**src/hdl/xkbc_pkg.sv**
```systemverilog
package xkbc_pkg;

    typedef logic [63:0] t_word;
    typedef logic [7:0]  t_byte;
    typedef logic [2:0]  t_pos;
    typedef logic [31:0] t_half;

    localparam t_word MUL_CONST = 64'h2545_F491_4F6C_DD1D;
    localparam t_half MUL_LO    = MUL_CONST[31:0];
    localparam t_half MUL_HI    = MUL_CONST[63:32];

    localparam int unsigned SHIFT_A = 12;
    localparam int unsigned SHIFT_B = 25;
    localparam int unsigned SHIFT_C = 27;

    // Cycles from a new word at the refresh unit input to its refreshed value.
    localparam logic [1:0] REFRESH_LATENCY = 2'd3;

    function automatic t_word xorshift(input t_word w);
        t_word a;
        t_word b;
        a = w ^ (w >> SHIFT_A);
        b = a ^ (a << SHIFT_B);
        return b ^ (b >> SHIFT_C);
    endfunction

endpackage

```
**src/hdl/xkbc_refresh.sv**
```systemverilog
module xkbc_refresh (
    input  logic            i_clk,
    input  xkbc_pkg::t_word i_word,
    output xkbc_pkg::t_word o_word
);

    xkbc_pkg::t_word r_x;
    xkbc_pkg::t_word r_p_ll;
    xkbc_pkg::t_half r_p_hl;
    xkbc_pkg::t_half r_p_lh;
    xkbc_pkg::t_word r_word;

    xkbc_pkg::t_word n_p_ll;
    xkbc_pkg::t_half n_p_hl;
    xkbc_pkg::t_half n_p_lh;
    xkbc_pkg::t_half n_cross;

    // The product modulo 2^64 needs the full low partial product and only the
    // low halves of the two cross products.
    always_comb begin
        n_p_ll  = 64'(r_x[31:0]) * 64'(xkbc_pkg::MUL_LO);
        n_p_hl  = r_x[63:32] * xkbc_pkg::MUL_LO;
        n_p_lh  = r_x[31:0] * xkbc_pkg::MUL_HI;
        n_cross = r_p_hl + r_p_lh;
    end

    always_ff @(posedge i_clk) begin
        r_x    <= xkbc_pkg::xorshift(i_word);
        r_p_ll <= n_p_ll;
        r_p_hl <= n_p_hl;
        r_p_lh <= n_p_lh;
        r_word <= r_p_ll + {n_cross, 32'd0};
    end

    assign o_word = r_word;

endmodule

```
**config.mk**
```make
export PLATFORM = sky130hd
export DESIGN_NAME = xkbc_refresh
export DESIGN_NICKNAME = d
export VERILOG_FILES = /design/src/hdl/xkbc_pkg.sv /design/src/hdl/xkbc_refresh.sv
export SDC_FILE = /design/constraint.sdc
export NUM_CORES = 2
export LEC_CHECK = 0
export ABC_CLOCK_PERIOD_IN_PS = 6900
export BUFFER_PORTS_ARGS = -buffer_cell sky130_fd_sc_hd__buf_2
export CAP_MARGIN = 10
export CORE_UTILIZATION = 60
export CTS_BUF_LIST = sky130_fd_sc_hd__clkbuf_4 sky130_fd_sc_hd__clkbuf_8 sky130_fd_sc_hd__clkbuf_16
export CTS_CLUSTER_DIAMETER = 60
export CTS_CLUSTER_SIZE = 16
export DETAILED_ROUTE_END_ITERATION = 10
export PLACE_DENSITY_LB_ADDON = 0.05
export SYNTH_ARGS = -nofsm -noshare
export SYNTH_HDL_FRONTEND = slang
export SYNTH_SLANG_ARGS = --single-unit
```
**constraint.sdc**
```tcl
create_clock -name i_clk -period 6.9 [get_ports i_clk]
set_input_delay 1.38 -clock i_clk [delete_from_list [all_inputs] [get_ports i_clk]]
set_output_delay 1.38 -clock i_clk [all_outputs]
set_load 0.01 [all_outputs]
```
Word-level counts from Yosys, hierarchy flattened
Cells that the tools add are included.
{"block": "totals", "in_bits": 65, "elab_cells": 13, "out_inout_bits": 64, "reg_bits": 255}
{"block": "classes", "bitwise": 3, "multipliers": 3, "addsub": 2}
{"cell": "63-bit by 64-bit adder with 64-bit output", "n": 1}
{"cell": "64-bit by 37-bit bitwise XOR with 64-bit output", "n": 1}
{"cell": "64-bit by 52-bit bitwise XOR with 64-bit output", "n": 1}
{"cell": "64-bit bitwise XOR", "n": 1}
{"cell": "32-bit by 31-bit multiplier with 63-bit output (second input constant)", "n": 1}
{"cell": "32-bit adder", "n": 1}
{"cell": "32-bit by 30-bit multiplier with 32-bit output (second input constant)", "n": 1}
{"cell": "32-bit by 31-bit multiplier with 32-bit output (second input constant)", "n": 1}

Depth between registers and ports, before layout
{"block": "logic_depth", "depth_word": 3, "ltp_mapped": 27, "mapped_depth_nobuf": 27}

Least setup slack after synthesis
Ideal clock, no wire load.
{"block": "synth_timing", "kind": "flip-flop to flip-flop", "startpoint": "reg r_x[21]", "endpoint": "reg r_p_ll[60]", "period_less_slack_ps": 7328, "required_time_ps": 6770, "arrival_time_ps": 7198, "slack_ps": -428, "path_stages_with_launch": 26, "path_buffers": 0, "setup_time_ps": 130, "cell_sequence": "dfxtp_1 inv_1 fa_1 inv_1 fa_1 inv_1 fa_1 fa_1 inv_1 fa_1 fa_1 fa_1 inv_1 fa_1 inv_1 ha_1 a21o_1 a21o_1 a21oi_1 o21ba_2 o211ai_1 a221oi_1 a21oi_1 o21bai_1 mux2i_1 a221oi_1"}
{"block": "synth_via", "elab_chain_len": 1}
{"element": "from (decl)", "line_no": "xkbc_refresh.sv:7", "rtl": "xkbc_pkg::t_word r_x;"}
{"element": "from (signal assigned)", "line_no": "xkbc_refresh.sv:28", "rtl": "r_x <= xkbc_pkg::xorshift(i_word);"}
{"element": "32-bit by 31-bit multiplier with 63-bit output", "line_no": "xkbc_refresh.sv:21", "rtl": "n_p_ll = 64'(r_x[31:0]) * 64'(xkbc_pkg::MUL_LO);"}
{"element": "named net n_p_ll[60]", "line_no": "xkbc_refresh.sv:13", "rtl": "xkbc_pkg::t_word n_p_ll;"}
{"element": "to (signal assigned)", "line_no": "xkbc_refresh.sv:29", "rtl": "r_p_ll <= n_p_ll;"}
{"element": "to (decl)", "line_no": "xkbc_refresh.sv:8", "rtl": "xkbc_pkg::t_word r_p_ll;"}
The timed path passes the listed nets, and every way through them passes these cells.

Worst setup path in the final report
{"block": "layout_timing", "startpoint": "reg r_x[12]", "endpoint": "reg r_p_ll[42]"}
The elaborated chain is that of the path after synthesis.

==> out/results.tsv <==
stage	metric	value	unit
floorplan	ios	129	
worst_setup_path	slowest_delay	570	ps
logic_synthesis	yosysUniqueCellTypes	72	
logic_synthesis	syn-cell-area	43400	sq um
logic_synthesis	synth_top_cell_area_share	37.2	%
worst_setup_path	cp_cell_sequence	fa_1 > inv_1 > fa_1 > fa_2 > fa_1 > fa_1 > inv_1 > fa_2 > fa_1 > fa_1 > ha_4 > a21o_1 > a21o_1 > a21oi_1 > o21ai_0 > or4_4 > buf_6 > nand3b_1 > a21oi_2 > o21bai_1 > nor2_1 > a311o_1	
logic_synthesis	synth_nets	5893	
clock_tree	htreeDepth	2	
final_layout	final_cell_mix	inv_1 (1256), fa_1 (798), ha_1 (749)	
routing	antenna_left	0	
timing	setup_viol	3	
logic_synthesis	synth_top_family_by_area	adder cells	
clock_tree	clock-sinks	253	
clock_tree	cts-buffers-inserted	34	
floorplan	dieArea	73400	sq um
worst_setup_path	crit_top_cell	fa_1	
clock_tree	max-clock-path-buffers	3	
global_routing	grt.total_usage	36.2	%
timing	finalClockSkew	46.6	ps
final_layout	stdcell_count	5756	
timing	slew_violations	0	
routing	wire_per_inst	22.4	um
global_routing	grt_antenna_before_repair	5	
floorplan	rows	98	
floorplan	fp.coreArea	71500	sq um
timing	slew_headroom	33.4	%
final_layout	seqCellArea	5120	sq um
worst_setup_path	crit_slowest_cell	fa_1	
placement	routabilityCongestion	1.05	
final_layout	multi_input_area	34000	sq um
logic_synthesis	synthSimpleGateAreaFrac	4.05	%
routing	finalWirelength	129000	um
logic_synthesis	synth_area_leaders	fa_1 (37%), ha_1 (22%), dfxtp_1 (12%)	
final_layout	fillCellCount	5608	
worst_setup_path	arrival	7430	ps
outcome	violations	setup timing	
timing	layout_setup_ws	-63.9	ps
global_routing	grt_overflow_total	0	
worst_setup_path	crit_buf_inv	3	
logic_synthesis	ys_async_sr_fraction	0	%
logic_synthesis	synth_compound_area_share	7.03	%
worst_setup_path	end_kind	flip-flop	
timing	max_freq	144	MHz
worst_setup_path	cp_top_family	adder cells	
timing	holdWs	318	ps
worst_setup_path	criticalPathCategory	flip-flop to flip-flop	
worst_setup_path	r2r_start	r_x[12]	
timing	finalHoldViolCount	0	
global_routing	grt_max_degree	17	
routing	vias	30800	
final_layout	drive_gt1_share	14.5	%
routing	drt_first_pass_iters	9	
timing	rsz0062_at_grt	true	
timing	period_minus_slack	6960	ps
worst_setup_path	start_kind	flip-flop	
clock_tree	clockRootBuffer	clkbuf_16	
final_layout	syn_to_final_growth	14.9	%
worst_setup_path	r2r_slack	-60	ps
logic_synthesis	yosysSeqAreaShare	11.7	%
floorplan	die_w	271	um
final_layout	nNetsFinal	6415	
clock_tree	insertion_delay	590	ps
final_layout	stdcell_area	49900	sq um
outcome	run_status	finished, violations left	
floorplan	fp.dieH	271	um
worst_setup_path	critPathRequiredTime	7370	ps
job	maxCapViolCount	0	
logic_synthesis	synth-main-ff-cell	dfxtp_1	
logic_synthesis	ys_ff_latch	253	
hold_path	hold_path_startpoint	r_p_ll[7]	
final_layout	layout_commonest_cell	inv_1	
logic_synthesis	synth_largest_area_cell	fa_1	
worst_setup_path	crit_fanout	6	
placement	hpwl	115000	um
clock_tree	clk_pin_slew_worst_paths	70	ps
hold_path	hold_path_class	flip-flop to flip-flop	
logic_synthesis	synth_fa_ha_area_share	59.2	%
global_routing	grt_first_pass_wirelength	195000	um
clock_tree	hold_buffers	0	
global_routing	grt_pass1_vias	32500	
logic_synthesis	synthXorXnorAreaFrac	6.83	%
floorplan	initial_core_util	60.7	%
routing	vias_per_cell	5.36	
worst_setup_path	r2r_cells	22	
clock_tree	cts_tree	done	
logic_synthesis	synthMuxAreaShare	0.115	%
logic_synthesis	synthCells	4258	
timing	final.period_utilization	101	%
placement	dp.cells	5675	
routing	drc_errors	0	
logic_synthesis	synth_warnings	0	
placement	portBuffers	128	
hold_path	min_path_cells	0	
hold_path	whs_endpoint	o_word[7]	
timing	tightest_slew	992	ps
logic_synthesis	avgSynthCellArea	10.2	sq um
worst_setup_path	r2r-end	r_p_ll[42]	
logic_synthesis	synth-edff-count	0	
routing	drt_iter0_markers	2225	
placement	dpl_cell_area	48000	sq um
## final cells by class
class | instances | share of cell area [%]
Multi-Input combinational cell | 2719 | 68.2
Sequential cell | 253 | 10.3
Inverter | 1274 | 9.59
Timing Repair Buffer | 498 | 7.14
Tap cell | 950 | 2.38
Clock buffer | 39 | 1.81
Clock inverter | 22 | 0.665
Antenna cell | 1 | 0.00502
## layer usage
layer	track usage (%)	part of all wire, %	vias to the layer above
met5	0	0.036	-
met4	10.7	3.4	8
met3	10.0	9.6	191
met2	53.1	42	1107
met1	52.2	45	15300
li1	-	-	14200
## worst max path at each step
stage / from / end / cells past startpoint
finish: r_x[12] / r_p_ll[42] / 22
global route: r_x[7] / r_p_ll[42] / 27
CTS: r_x[18] / r_p_ll[54] / 22
detailed placement: r_x[12] / r_p_ll[59] / 22
global placement: r_x[12] / r_p_ll[54] / 21
floorplan: r_x[21] / r_p_ll[60] / 25
## through the flow
step           setup slack [ps]  TNS [ps]  utilization (%)
2_1_floorplan            -0.393    -0.393                -
3_3_place_gp               -170     -1030             67.1
3_5_place_dp               -273     -2370             67.1
4_1_cts                    2.88         0             69.1
5_1_grt                    -270     -2390             69.8
6_report                  -63.9      -155             69.8
## state kept, by name, summed over array words and instances (netlist names)
register,count
r_p_hl,32
r_p_ll,61
o_word,64
r_p_lh,32
r_x,64
## timing repair
action | in CTS | in global routing
pin swaps | 18 | 79
buffers inserted | 4 | 19
gates resized for setup | 32 | 101
endpoints found under the setup margin | 15 | 35
## worst register-to-register path: stages, from the launching register on
cell,delay (ps)
dfxtp_4,370
fa_1,570
inv_1,60
fa_1,470
fa_2,550
fa_1,440
fa_1,540
inv_1,50
fa_2,530
fa_1,430
fa_1,530
ha_4,220
a21o_1,170
a21o_1,170
a21oi_1,200
o21ai_0,150
or4_4,530
buf_6,170
nand3b_1,110
a21oi_2,70
o21bai_1,180
nor2_1,80
a311o_1,320
## cell families (layout without fill, tap and decap cells)
group / Yosys count / count (layout)
buf+inv: 1286 / 1833
other cells: 0 / 1
simple gates: 355 / 355
mux: 5 / 5
xor+xnor: 337 / 337
compound gates: 452 / 452
flops: 253 / 253
fa+ha+maj: 1570 / 1570
## cell usage after synthesis (7+ instances only)
master	number
o211ai_1	7
o21ai_0	67
nand2b_1	27
o22ai_1	7
clkbuf_1	11
nand2_1	79
inv_1	1274
a211oi_1	17
nand3_1	40
nor3_1	29
xor2_1	97
nor2_1	87
fa_1	806
a21o_1	80
a21boi_0	8
o31ai_1	9
and2_1	14
o21a_1	22
dfxtp_1	253
and3_1	15
ha_1	764
o21bai_1	33
nor2b_1	14
xnor2_1	239
nand4_1	20
a31oi_1	10
a21oi_1	125
Power is not shown: default switching activity piles up to over one toggle a cycle in this logic, so the estimate is an artifact.
